File: config.mk
export PLATFORM = sky130hd
export DESIGN_NAME = gas_sensor_measure_sequencer
export DESIGN_NICKNAME = d
export VERILOG_FILES = /design/src/design/gsms_pkg.sv /design/src/design/gsms_front.sv /design/src/design/gsms_queue.sv /design/src/design/gsms_back.sv /design/src/design/gas_sensor_measure_sequencer.sv
export SDC_FILE = /design/constraint.sdc
export NUM_CORES = 1
export LEC_CHECK = 0
export BUFFER_PORTS_ARGS = -buffer_cell sky130_fd_sc_hd__buf_4
export CAP_MARGIN = 10
export CORE_AREA = 4 4 174 176
export DETAILED_ROUTE_END_ITERATION = 12
export DIE_AREA = 0 0 178 180
export SYNTH_ARGS = -nofsm -noshare
export SYNTH_HDL_FRONTEND = slang
export SYNTH_SLANG_ARGS = --single-unit
File: constraint.sdc
create_clock -name clk -period 9 [get_ports clk]
set_input_delay 0.9 -clock clk [delete_from_list [all_inputs] [get_ports clk]]
set_output_delay 0.9 -clock clk [all_outputs]
set_load 0.01 [all_outputs]
File: src/design/gsms_pkg.sv
// Package for the gas sensor measure sequencer.
// Holds op, kind and phase codes, size defaults, result and config types.
// No dependencies.
package gsms_pkg;

  // Default sizes
  localparam int BASELINE_SAMPLES_DEF = 8;
  localparam int MEASURE_SAMPLES_DEF  = 8;
  localparam int SAMPLE_BITS_DEF      = 12;

  // Fixed field widths
  localparam int OP_W     = 3;
  localparam int TIME_W   = 32;
  localparam int SAMPLE_W = 12;
  localparam int KIND_W   = 4;
  localparam int VALUE_W  = 12;
  localparam int IVAL_W   = 16;
  // widest baseline sum (12-bit samples, 16 of them)
  localparam int VAL_W    = 16;

  // Queue between front and back
  localparam int QUEUE_DEPTH = 2;

  // Config port
  localparam int ADDR_W = 4;
  localparam int DATA_W = 32;
  localparam logic [1:0] REG_BASE_IVAL = 2'd0;
  localparam logic [1:0] REG_MEAS_IVAL = 2'd1;
  localparam logic [1:0] REG_WARN_TIME = 2'd2;
  localparam logic [IVAL_W-1:0] BASE_IVAL_RST = 16'd500;
  localparam logic [IVAL_W-1:0] MEAS_IVAL_RST = 16'd500;
  localparam logic [IVAL_W-1:0] WARN_TIME_RST = 16'd1000;

  // Op codes
  localparam logic [OP_W-1:0] OP_TICK       = 3'd0;
  localparam logic [OP_W-1:0] OP_START_COMB = 3'd1;
  localparam logic [OP_W-1:0] OP_START_BASE = 3'd2;
  localparam logic [OP_W-1:0] OP_START_MEAS = 3'd3;
  localparam logic [OP_W-1:0] OP_CANCEL     = 3'd4;

  // Result kinds
  localparam logic [KIND_W-1:0] KIND_BUSY       = 4'd0;
  localparam logic [KIND_W-1:0] KIND_BASE_START = 4'd1;
  localparam logic [KIND_W-1:0] KIND_MEAS_ARMED = 4'd2;
  localparam logic [KIND_W-1:0] KIND_BASE_VALUE = 4'd3;
  localparam logic [KIND_W-1:0] KIND_BASE_DONE  = 4'd4;
  localparam logic [KIND_W-1:0] KIND_MEAS_BEGIN = 4'd5;
  localparam logic [KIND_W-1:0] KIND_MEAS_SMP   = 4'd6;
  localparam logic [KIND_W-1:0] KIND_MEAS_END   = 4'd7;
  localparam logic [KIND_W-1:0] KIND_SESS_END   = 4'd8;
  localparam logic [KIND_W-1:0] KIND_CANCELLED  = 4'd9;

  // Sequencer phases
  localparam logic [1:0] PH_IDLE = 2'd0;
  localparam logic [1:0] PH_BASE = 2'd1;
  localparam logic [1:0] PH_WARN = 2'd2;
  localparam logic [1:0] PH_MEAS = 2'd3;

  // One result; val holds the raw baseline sum for KIND_BASE_VALUE
  typedef struct packed {
    logic [KIND_W-1:0] kind;
    logic [VAL_W-1:0]  val;
    logic              comb;
  } res_t;

  // All results caused by one request
  typedef struct packed {
    logic [1:0]     cnt;
    res_t [2:0]     res;
    logic           buzzer;
  } bundle_t;

  // Interval settings handed to the front
  typedef struct packed {
    logic [IVAL_W-1:0] base_ival;
    logic [IVAL_W-1:0] meas_ival;
    logic [IVAL_W-1:0] warn_time;
  } cfg_t;

endpackage

File: src/design/gsms_front.sv
// Front end: accepts requests, runs the phase sequencer and builds result bundles.
// Depends on gsms_pkg.
module gsms_front import gsms_pkg::*; #(
  parameter int BASELINE_SAMPLES = BASELINE_SAMPLES_DEF,
  parameter int MEASURE_SAMPLES  = MEASURE_SAMPLES_DEF,
  parameter int SAMPLE_BITS      = SAMPLE_BITS_DEF
) (
  input  logic                clk,
  input  logic                rst,
  input  logic                accept,
  input  logic [OP_W-1:0]     op,
  input  logic [TIME_W-1:0]   now_ms,
  input  logic [SAMPLE_W-1:0] sample,
  input  cfg_t                cfg,
  output logic                push,
  output bundle_t             bundle
);

  localparam int SUM_W = SAMPLE_BITS + $clog2(BASELINE_SAMPLES);
  localparam int CNT_MAX = (BASELINE_SAMPLES > MEASURE_SAMPLES) ?
                           BASELINE_SAMPLES : MEASURE_SAMPLES;
  localparam int CNT_W = $clog2(CNT_MAX + 2);

  logic [1:0]        phase, phase_next;
  logic              comb, comb_next;
  logic [CNT_W-1:0]  cnt, cnt_next, cnt_inc;
  logic [SUM_W-1:0]  sum, sum_next, sum_add;
  logic [TIME_W-1:0] mark, mark_next;
  logic              buzz, buzz_next;

  logic [SAMPLE_BITS-1:0] smp;
  logic [TIME_W-1:0]      elapsed;
  logic                   base_due, warn_due, meas_due;

  assign smp     = sample[SAMPLE_BITS-1:0];
  assign elapsed = now_ms - mark;
  assign cnt_inc = cnt + CNT_W'(1);
  assign sum_add = sum + SUM_W'(smp);

  assign base_due = elapsed >= TIME_W'(cfg.base_ival);
  assign warn_due = elapsed >= TIME_W'(cfg.warn_time);
  assign meas_due = elapsed >= TIME_W'(cfg.meas_ival);

  // Next state and results of the current request
  always_comb begin
    phase_next = phase;
    comb_next  = comb;
    cnt_next   = cnt;
    sum_next   = sum;
    mark_next  = mark;
    buzz_next  = buzz;
    bundle     = '0;

    unique case (op)
      OP_TICK: begin
        if (phase == PH_BASE && base_due) begin
          sum_next  = sum_add;
          cnt_next  = cnt_inc;
          mark_next = now_ms;
          if (cnt_inc >= CNT_W'(BASELINE_SAMPLES)) begin
            bundle.res[0] = '{kind: KIND_BASE_VALUE, val: VAL_W'(sum_add), comb: comb};
            if (comb) begin
              phase_next = PH_WARN;
              buzz_next  = 1'b1;
              bundle.cnt = 2'd1;
            end else begin
              bundle.res[1] = '{kind: KIND_BASE_DONE, val: '0, comb: comb};
              bundle.cnt    = 2'd2;
              phase_next    = PH_IDLE;
              comb_next     = 1'b0;
              cnt_next      = '0;
              sum_next      = '0;
            end
          end
        end else if (phase == PH_WARN && warn_due) begin
          buzz_next     = 1'b0;
          phase_next    = PH_MEAS;
          cnt_next      = CNT_W'(1);
          mark_next     = now_ms;
          bundle.res[0] = '{kind: KIND_MEAS_BEGIN, val: '0, comb: comb};
          bundle.res[1] = '{kind: KIND_MEAS_SMP, val: VAL_W'(smp), comb: comb};
          bundle.cnt    = 2'd2;
        end else if (phase == PH_MEAS && meas_due) begin
          bundle.res[0] = '{kind: KIND_MEAS_SMP, val: VAL_W'(smp), comb: comb};
          bundle.cnt    = 2'd1;
          cnt_next      = cnt_inc;
          mark_next     = now_ms;
          if (cnt_inc >= CNT_W'(MEASURE_SAMPLES)) begin
            bundle.res[1] = '{kind: KIND_MEAS_END, val: '0, comb: comb};
            bundle.res[2] = '{kind: KIND_SESS_END, val: '0, comb: comb};
            bundle.cnt    = 2'd3;
            phase_next    = PH_IDLE;
            comb_next     = 1'b0;
            cnt_next      = '0;
            sum_next      = '0;
          end
        end
      end
      OP_START_COMB, OP_START_BASE: begin
        bundle.cnt = 2'd1;
        if (phase != PH_IDLE) begin
          bundle.res[0] = '{kind: KIND_BUSY, val: '0, comb: comb};
        end else begin
          comb_next     = (op == OP_START_COMB);
          sum_next      = SUM_W'(smp);
          cnt_next      = CNT_W'(1);
          mark_next     = now_ms;
          phase_next    = PH_BASE;
          bundle.res[0] = '{kind: KIND_BASE_START, val: '0, comb: (op == OP_START_COMB)};
        end
      end
      OP_START_MEAS: begin
        bundle.cnt = 2'd1;
        if (phase != PH_IDLE) begin
          bundle.res[0] = '{kind: KIND_BUSY, val: '0, comb: comb};
        end else begin
          comb_next     = 1'b0;
          phase_next    = PH_WARN;
          mark_next     = now_ms;
          buzz_next     = 1'b1;
          bundle.res[0] = '{kind: KIND_MEAS_ARMED, val: '0, comb: 1'b0};
        end
      end
      OP_CANCEL: begin
        bundle.cnt    = 2'd1;
        bundle.res[0] = '{kind: KIND_CANCELLED, val: '0, comb: comb};
        phase_next    = PH_IDLE;
        comb_next     = 1'b0;
        cnt_next      = '0;
        sum_next      = '0;
        buzz_next     = 1'b0;
      end
      default: begin
        // unused op codes: no effect
      end
    endcase

    bundle.buzzer = buzz_next;
  end

  assign push = accept && (bundle.cnt != 2'd0);

  // Sequencer state
  always_ff @(posedge clk) begin
    if (rst) begin
      phase <= PH_IDLE;
      comb  <= 1'b0;
      cnt   <= '0;
      sum   <= '0;
      mark  <= '0;
      buzz  <= 1'b0;
    end else if (accept) begin
      phase <= phase_next;
      comb  <= comb_next;
      cnt   <= cnt_next;
      sum   <= sum_next;
      mark  <= mark_next;
      buzz  <= buzz_next;
    end
  end

endmodule

File: src/design/gsms_queue.sv
// Short FIFO of result bundles between front and back.
// Depends on gsms_pkg.
module gsms_queue import gsms_pkg::*; (
  input  logic    clk,
  input  logic    rst,
  input  logic    push,
  input  bundle_t push_data,
  input  logic    pop,
  output bundle_t head,
  output logic    empty,
  output logic    full
);

  localparam int PTR_W = (QUEUE_DEPTH > 1) ? $clog2(QUEUE_DEPTH) : 1;
  localparam int CNT_W = $clog2(QUEUE_DEPTH + 1);

  bundle_t          entries [QUEUE_DEPTH];
  logic [PTR_W-1:0] wr_ptr, rd_ptr;
  logic [CNT_W-1:0] fill;

  assign empty = (fill == '0);
  assign full  = (fill == CNT_W'(QUEUE_DEPTH));
  assign head  = entries[rd_ptr];

  function automatic logic [PTR_W-1:0] ptr_inc(input logic [PTR_W-1:0] p);
    ptr_inc = (p == PTR_W'(QUEUE_DEPTH - 1)) ? '0 : p + PTR_W'(1);
  endfunction

  // Storage
  always_ff @(posedge clk) begin
    if (push) begin
      entries[wr_ptr] <= push_data;
    end
  end

  // Pointers and fill level
  always_ff @(posedge clk) begin
    if (rst) begin
      wr_ptr <= '0;
      rd_ptr <= '0;
      fill   <= '0;
    end else begin
      if (push) begin
        wr_ptr <= ptr_inc(wr_ptr);
      end
      if (pop) begin
        rd_ptr <= ptr_inc(rd_ptr);
      end
      if (push && !pop) begin
        fill <= fill + CNT_W'(1);
      end else if (pop && !push) begin
        fill <= fill - CNT_W'(1);
      end
    end
  end

endmodule

File: src/design/gsms_back.sv
// Back end: takes bundles from the queue and sends their results one per cycle
// unless stalled. Finishes the baseline average here. Depends on gsms_pkg.
module gsms_back import gsms_pkg::*; #(
  parameter int BASELINE_SAMPLES = BASELINE_SAMPLES_DEF,
  parameter int SAMPLE_BITS      = SAMPLE_BITS_DEF
) (
  input  logic               clk,
  input  logic               rst,
  input  bundle_t            head,
  input  logic               empty,
  output logic               pop,
  output logic               result_valid,
  input  logic               result_stall,
  output logic [KIND_W-1:0]  kind,
  output logic [VALUE_W-1:0] value,
  output logic               combined_session,
  output logic               buzzer_on,
  output logic               last
);

  localparam int SUM_W     = SAMPLE_BITS + $clog2(BASELINE_SAMPLES);
  localparam int DIV_SHIFT = SUM_W + $clog2(BASELINE_SAMPLES);
  localparam int DIV_MULT  = ((1 << DIV_SHIFT) + BASELINE_SAMPLES - 1) / BASELINE_SAMPLES;
  localparam int PROD_W    = SUM_W + DIV_SHIFT;

  logic [1:0]         idx;
  logic               load, take, at_last;
  res_t               cur;
  logic [PROD_W-1:0]  prod;
  logic [VALUE_W-1:0] val_sel;

  assign load    = !result_valid || !result_stall;
  assign take    = load && !empty;
  assign cur     = head.res[idx];
  assign at_last = (idx == head.cnt - 2'd1);
  assign pop     = take && at_last;

  // Average by reciprocal multiply; the baseline value is always first
  assign prod = PROD_W'(head.res[0].val[SUM_W-1:0]) * PROD_W'(DIV_SHIFT'(DIV_MULT));

  always_comb begin
    if (cur.kind == KIND_BASE_VALUE) begin
      val_sel = VALUE_W'(prod[DIV_SHIFT +: SAMPLE_BITS]);
    end else begin
      val_sel = VALUE_W'(cur.val[SAMPLE_BITS-1:0]);
    end
  end

  // Result index within the head bundle
  always_ff @(posedge clk) begin
    if (rst) begin
      idx <= '0;
    end else if (take) begin
      idx <= at_last ? 2'd0 : idx + 2'd1;
    end
  end

  // Output register
  always_ff @(posedge clk) begin
    if (rst) begin
      result_valid <= 1'b0;
    end else if (load) begin
      result_valid <= !empty;
    end
  end

  always_ff @(posedge clk) begin
    if (take) begin
      kind             <= cur.kind;
      value            <= val_sel;
      combined_session <= cur.comb;
      buzzer_on        <= head.buzzer;
      last             <= at_last;
    end
  end

endmodule

File: src/design/gas_sensor_measure_sequencer.sv
// Gas sensor measure sequencer, top level: config registers, front, queue, back.
// The first result of a request passes through the bundle queue and then the output register,
// which it reaches without waiting when the queue and output register are empty.
// Throughput: a request is taken each cycle while the two-entry bundle queue has
// room; the output sends one result per cycle while result_stall is low, and a
// request yields 0 to 3 results.
// Reset (rst, synchronous): idle phase, buzzer off, queue empty, intervals 500/500/1000.
module gas_sensor_measure_sequencer import gsms_pkg::*; #(
  parameter int BASELINE_SAMPLES = BASELINE_SAMPLES_DEF,
  parameter int MEASURE_SAMPLES  = MEASURE_SAMPLES_DEF,
  parameter int SAMPLE_BITS      = SAMPLE_BITS_DEF
) (
  input  logic                clk,
  input  logic                rst,
  // config port
  input  logic                psel,
  input  logic                penable,
  input  logic                pwrite,
  input  logic [ADDR_W-1:0]   paddr,
  input  logic [DATA_W-1:0]   pwdata,
  output logic [DATA_W-1:0]   prdata,
  output logic                pready,
  // request channel
  input  logic                item_valid,
  output logic                item_stall,
  input  logic [OP_W-1:0]     op,
  input  logic [TIME_W-1:0]   now_ms,
  input  logic [SAMPLE_W-1:0] sample,
  // result channel
  output logic                result_valid,
  input  logic                result_stall,
  output logic [KIND_W-1:0]   kind,
  output logic [VALUE_W-1:0]  value,
  output logic                combined_session,
  output logic                buzzer_on,
  output logic                last
);

  cfg_t       cfg;
  logic       cfg_wr;
  logic [1:0] reg_idx;
  logic       accept, push, pop, q_empty, q_full;
  bundle_t    push_data, head;

  // Config registers
  assign pready  = 1'b1;
  assign reg_idx = paddr[3:2];
  assign cfg_wr  = psel && penable && pwrite && pready;

  always_ff @(posedge clk) begin
    if (rst) begin
      cfg.base_ival <= BASE_IVAL_RST;
      cfg.meas_ival <= MEAS_IVAL_RST;
      cfg.warn_time <= WARN_TIME_RST;
    end else if (cfg_wr) begin
      unique case (reg_idx)
        REG_BASE_IVAL: cfg.base_ival <= pwdata[IVAL_W-1:0];
        REG_MEAS_IVAL: cfg.meas_ival <= pwdata[IVAL_W-1:0];
        REG_WARN_TIME: cfg.warn_time <= pwdata[IVAL_W-1:0];
        default: begin
          // no register here
        end
      endcase
    end
  end

  always_comb begin
    unique case (reg_idx)
      REG_BASE_IVAL: prdata = DATA_W'(cfg.base_ival);
      REG_MEAS_IVAL: prdata = DATA_W'(cfg.meas_ival);
      REG_WARN_TIME: prdata = DATA_W'(cfg.warn_time);
      default:       prdata = '0;
    endcase
  end

  // Request handshake
  assign item_stall = q_full;
  assign accept     = item_valid && !item_stall;

  gsms_front #(
    .BASELINE_SAMPLES (BASELINE_SAMPLES),
    .MEASURE_SAMPLES  (MEASURE_SAMPLES),
    .SAMPLE_BITS      (SAMPLE_BITS)
  ) u_front (
    .clk    (clk),
    .rst    (rst),
    .accept (accept),
    .op     (op),
    .now_ms (now_ms),
    .sample (sample),
    .cfg    (cfg),
    .push   (push),
    .bundle (push_data)
  );

  gsms_queue u_queue (
    .clk       (clk),
    .rst       (rst),
    .push      (push),
    .push_data (push_data),
    .pop       (pop),
    .head      (head),
    .empty     (q_empty),
    .full      (q_full)
  );

  gsms_back #(
    .BASELINE_SAMPLES (BASELINE_SAMPLES),
    .SAMPLE_BITS      (SAMPLE_BITS)
  ) u_back (
    .clk              (clk),
    .rst              (rst),
    .head             (head),
    .empty            (q_empty),
    .pop              (pop),
    .result_valid     (result_valid),
    .result_stall     (result_stall),
    .kind             (kind),
    .value            (value),
    .combined_session (combined_session),
    .buzzer_on        (buzzer_on),
    .last             (last)
  );

endmodule

=== Word-level counts from Yosys, hierarchy flattened ===
Memories as Yosys holds them, arrays and structs flattened. A register that Yosys moved wholly into a read port is not among the register bits.
Cells that the tools add are included.

* Memories kept: 1
* RAM bits: 132
* Input port bits: 90
* Word-level logic and storage cells: 168
* Register bits: 129
* Output and inout bits: 54

{| class="wikitable"
|+ Memory list
! memory !! depth !! width !! read ports !! clocked after Yosys merged registers in !! wr ports !! RTL line !! RTL
|-
| u_queue.entries || 2 || 66 || 1 || 1 || 1 || gsms_queue.sv:17 || <nowiki>bundle_t entries [QUEUE_DEPTH];</nowiki>
|}

* Magnitude comparators: 5
* Equality and inequality tests: 21
* Reduce and logical (&&, ||, !) cells: 38
* $add $sub $neg: 9
* Muxes and demuxes: 75

{| class="wikitable"
|+ Operator list
! kind !! count
|-
| $mux 42 || 4
|-
| $mux 32 || 4
|-
| $mux 15 || 7
|-
| $ge 32x16->1 || 3
|-
| $pmux 21 s4 || 1
|-
| $mux 65 || 1
|-
| $pmux 32 s2 || 1
|-
| $mux 21 || 3
|-
| $pmux 16 s3 || 1
|-
| $pmux 15 s3 || 1
|-
| $mux 44 || 1
|-
| $bmux 21 s2 || 1
|-
| $sub 32x32->32 || 1
|-
| $mux 2 || 15
|-
| $mux 4 || 7
|-
| $mux 20 || 1
|-
| $mux 1 || 19
|-
| $mux 19 || 1
|-
| $mux 18 || 1
|-
| $add 15x12->15 || 1
|-
| $mux 12 || 1
|-
| $pmux 4 s3 || 1
|-
| $logic_and 1x1->1 || 11
|-
| $eq 2x2->1 const B || 4
|-
| 37 further kinds || 57
|}

=== Depth between registers and ports, before layout ===
* Word-level depth: 13
* Mapped depth: 23
* Mapped depth without buffers: 23

=== Modules after synthesis ===
Synthesis repeated with hierarchy kept, for this count alone.

* Cells, all modules: 1,492
* Area, all modules: 15,532.4 um^2

{| class="wikitable"
|+ By module, submodules not included
! module !! sequential area each (um^2) !! instances !! cells an instance !! area an instance (um^2)
|-
| gsms_front || 1,101.1 || 1 || 898 || 6,814.0
|-
| gsms_queue || 4,063.9 || 1 || 227 || 4,977.3
|-
| gas_sensor_measure_sequencer || 960.9 || 1 || 257 || 2,403.6
|-
| gsms_back || 630.6 || 1 || 110 || 1,337.5
|}

=== Least setup slack after synthesis ===
OpenSTA, ideal clock, no wires.

* Kind: input to register
* From: input now_ms[0]
* To: memory u_queue.entries[0][0] (netlist name) (enable)
* Stages: 18
* Slack: 2,358 ps
* Data required time: 8,558 ps
* Buffers on the path: 0
* Arrival: 6,200 ps
* Library setup time: 442 ps
* Cells stage by stage: inv_1 > ha_1 > fa_1 > nor2b_1 > o2111ai_1 > a21oi_1 > nor2_1 > xnor2_1 > ha_1 > a21o_1 > a211oi_1 > o211a_1 > o31ai_1 > nor4b_1 > nor2b_1 > a211oi_2 > o31a_1 > nor2b_1

* Cells in the longest elaborated chain, start to end: 11
* Elaborated cells between the ends (all ways): 15
* Classes of those cells: add/sub: 1; order compare: 3; mux: 6; reduce/logical: 5

{| class="wikitable"
|+ RTL lines
! item !! RTL line !! RTL
|-
| start, declared || gas_sensor_measure_sequencer.sv:27 || <nowiki>input logic [TIME_W-1:0] now_ms,</nowiki>
|-
| $sub 32x32->32 * || gsms_front.sv:36 || <nowiki>assign elapsed = now_ms - mark;</nowiki>
|-
| $ge 32x16->1 || gsms_front.sv:42 || <nowiki>assign meas_due = elapsed >= TIME_W'(cfg.meas_ival);</nowiki>
|-
| $logic_and 1x1->1 || gsms_front.sv:83 || <nowiki>end else if (phase == PH_MEAS && meas_due) begin</nowiki>
|-
| $mux 65 || gsms_front.sv:83 ||
|-
| $mux 2 || gsms_front.sv:75 || <nowiki>end else if (phase == PH_WARN && warn_due) begin</nowiki>
|-
| $mux 2 * || gsms_front.sv:56 || <nowiki>if (phase == PH_BASE && base_due) begin</nowiki>
|-
| $pmux 2 s2 * || gsms_front.sv:54 || <nowiki>unique case (op)</nowiki>
|-
| $reduce_bool 2->1 * || gsms_front.sv:141 || <nowiki>assign push = accept && (bundle.cnt != 2'd0);</nowiki>
|-
| $logic_and 1x1->1 * || gsms_front.sv:141 ||
|-
| via push || gas_sensor_measure_sequencer.sv:42 || <nowiki>logic accept, push, pop, q_empty, q_full;</nowiki>
|-
| $mux 1 * || gsms_queue.sv:31 || <nowiki>if (push) begin</nowiki>
|-
| $mux 1 (implied by the code) * || gsms_queue.sv:32 || <nowiki>entries[wr_ptr] <= push_data;</nowiki>
|-
| end, declared || gsms_queue.sv:17 ||
|}

The timed path passes the listed nets; every way through them passes the cells marked *.

=== Final worst setup path ===
* From: input now_ms[0]
* To: memory u_queue.entries[0][27] (netlist name) (enable)

Same word-level chain as after synthesis.

==> flow_summary.json <==
{
  "wl_um": 30300,
  "grt_use_met1": 0.252,
  "die_x_um": 178,
  "numCtsBuffers": 25,
  "num_vias": 10000,
  "diodes": 0,
  "yosysWarningCount": 0,
  "slew_viol_final": 0,
  "layout-drive-gt1-share": 0.136,
  "clock-sinks": 210,
  "routabilityCongestion": 0.850,
  "fp.dieArea_um2": 32000,
  "status": "complete, no violations",
  "ios": 144,
  "max-vdd-ir-drop_mv": 0.151,
  "coreArea_um2": 28600,
  "hold_path_depth": 1,
  "grt_use_met3": 0.0214,
  "holdBufCountCts": 0,
  "clk_pin_slew_ps": 60,
  "path_max_fanout": 40,
  "drtPass1Iterations": 7,
  "cp.arrival_ps": 6230,
  "globalRouteOverflowTotal": 0,
  "yosysSeqAreaShare": 0.409,
  "antenna_found_initial": 0,
  "fin_nets": 1628,
  "ys_types": 83,
  "worstHoldStart": "u_front.sum[11]",
  "clk_latency_ps": 540,
  "wl_per_cell_um": 16.4,
  "p_leak_nw": 5.72,
  "maxSlewHeadroom": 0.228,
  "grt_use_total": 0.186,
  "start_util": 0.444,
  "first_iter_violations": 711,
  "clk_path_buf_depth": 3,
  "post-cts-setup-buffers": 0,
  "tns_ps": 0,
  "root_buffer": "clkbuf_16",
  "port_buffers": 108,
  "path_delay_family": "compound AO/OA/AOI/OAI gates",
  "cts_resized": 0,
  "path_cells": "buf_4 > inv_1 > ha_1 > fa_1 > nor2b_1 > o2111ai_1 > a21oi_1 > nor2_1 > xnor2_1 > ha_1 > a21o_1 > a211oi_1 > o211a_1 > o31ai_1 > nor4b_1 > nor2b_1 > a211oi_2 > o31a_1 > nor2b_4",
  "r2r_start": "u_front.mark[0]",
  "grt_pass1_vias": 9659,
  "synth_edf_count": 99,
  "setup_violations": 0,
  "ys_ff_latch": 210,
  "fmax_ghz": 0.165,
  "synthTopCellsByArea": "edfxtp_1 23%, dfxtp_1 17%, ha_1 9.1%",
  "ys.flop_type": "dfxtp_1",
  "grt_pass1_wl_um": 49400,
  "num-fill-cells": 2678,
  "busiest_layer": "met2",
  "place_hpwl_um": 21900,
  "cts_tree": "yes",
  "grt_use_met2": 0.311,
  "r2r_cells": 17,
  "cp-start-kind": "primary input",
  "drv_cap": 0,
  "crit_required_ps": 9150,
  "worst_slew_pin_slew_ps": 1160,
  "r2r_slack_ps": 3140,
  "final_area_um2": 14600,
  "grt_max_degree": 92,
  "powerDensity_nw_per_um2": 216,
  "period_share": 0.675,
  "multi_input_area_um2": 6840,
  "period_minus_slack_ps": 6070,
  "drc": 0,
  "regToRegEndpoint": "u_queue.entries[0][27]",
  "fin_skew_ps": 9.99,
  "synth-async-reset-ratio": 0,
  "final_hold_viol_count": 0,
  "max_stage_delay_ps": 960,
  "avgViaCountPerCell": 5.44,
  "ff_latch_area_um2": 5200,
  "end_kind": "flop",
  "synth_area_um2": 12700,
  "netlist_instances": 1367,
  "rsz0062_at_grt": "false",
  "drt.antenna.violating_nets": 0,
  "htreeDepth": 1,
  "critPathSlowestCell": "nor2b_4",
  "rows": 62,
  "place_area_um2": 13800,
  "hold_path_class": "reg2reg",
  "die_h_um": 180,
  "crit_type": "in2reg",
  "synth_top_area_frac": 0.234,
  "synth_largest_area_cell": "edfxtp_1",
  "syn_area_per_cell_um2": 9.30,
  "fin_util": 0.510,
  "syn2layout_area_growth_pct": 14.9,
  "path_buf_inv": 2,
  "hold_path_end": "u_front.sum[11]"
}
cell usage in the layout, fill, tap and decap left out, types with 12 or more instances in the layout:
master / count
and2_1: 21
nand2b_1: 20
buf_4: 118
dfxtp_1: 110
nand2_1: 153
clkbuf_16: 25
a21o_1: 29
nor2b_1: 18
a22o_1: 15
edfxtp_1: 99
a211oi_1: 12
nor2_1: 107
o21ai_0: 54
ha_1: 93
o211ai_1: 26
nand3_1: 29
nand4_1: 13
conb_1: 17
mux2i_1: 76
xor2_1: 12
nor3_1: 21
xnor2_1: 29
inv_1: 97
a21oi_1: 93
logic make-up after synthesis:
group / share of synthesized area
AND/OR/NAND/NOR: 0.152
XOR/XNOR: 0.0282
multiplexers: 0.0734
other: 0.000591
AO/OA/AOI/OAI: 0.181
adder cells (fa/ha/maj): 0.0954
buffers and inverters: 0.0612
flip-flops: 0.409
report_power, final:
part | internal, mW | switching (mW)
Clock | 0.585 | 0.431
Combinational | 0.409 | 0.542
Sequential | 1.15 | 0.0398
Total | 2.14 | 1.01
layout make-up:
class,instances,share of cell area
clock buffers,26,0.0438
multi-input cells,989,0.468
well taps,384,0.0329
repair buffers,118,0.0606
inverters,99,0.0254
clock inverters,20,0.0138
flip-flops and latches,210,0.356
metrics by stage:
stage               std cells  setup WS [ps]  total power, mW  hold slack (ps)
floorplan                1382           2360             1.88              436
global placement         1800           2390             2.15              455
detailed placement       1800           2320             2.16              459
CTS                      1846           2860             3.19              472
global route             1846           2550             3.35              495
finish                   1846           2930             3.16              472
registers in the layout (all words and copies together), names as in the netlist, 2 cells and up, named ones only:
name             cells
cfg                 48
u_back.idx           2
u_back.value        12
u_queue.fill         2
u_front.cnt          4
u_front.phase        2
u_back.kind          4
u_front.sum         15
u_front.mark        32
u_queue.entries     80
routing by layer:
metal,part of all wire,vias up
met1,0.46,4705
met5,0,-
met4,0.031,0
met3,0.042,62
li1,-,5041
met2,0.47,236
worst max-delay path by stage:
stage / from / to / cells past startpoint
2_1_floorplan: now_ms[0] / u_queue.entries[0][0] / 18
3_3_place_gp: now_ms[0] / u_queue.entries[0][26] / 19
3_5_place_dp: now_ms[0] / u_queue.entries[0][23] / 19
4_1_cts: now_ms[0] / u_queue.entries[0][27] / 19
5_1_grt: now_ms[0] / u_queue.entries[0][27] / 19
6_report: now_ms[0] / u_queue.entries[0][27] / 19
Yosys cell counts (5+ instances only):
cell type  count
o21a_1         5
dfxtp_1      111
a21oi_1       93
edfxtp_1      99
o21ai_0       54
a2111oi_0      7
a21o_1        29
o211ai_1      26
a41o_1        10
nand3_1       29
or3_1          9
a22o_1        15
ha_1          93
and2_1        21
nor2b_1       20
o2111ai_1      7
nand2b_1      20
inv_1         97
and3_1         6
a31oi_1        6
mux2i_1       76
a222oi_1      11
xnor2_1       29
nor2_1       107
a211oi_1      12
buf_2         10
buf_4         17
clkbuf_1      51
mux4_2         6
nor3_1        22
xor2_1        12
nand2_1      153
nand4_1       13
worst reg2reg max path, stage by stage (launching register included):
cell,delay (ps)
dfxtp_1,310
ha_1,210
fa_1,410
nor2b_1,180
o2111ai_1,180
a21oi_1,280
nor2_1,80
xnor2_1,320
ha_1,320
a21o_1,190
a211oi_1,300
o211a_1,230
o31ai_1,120
nor4b_1,450
nor2b_1,220
a211oi_2,420
o31a_1,270
nor2b_4,960
No activity file was read; power rests on OpenSTA's default activity.
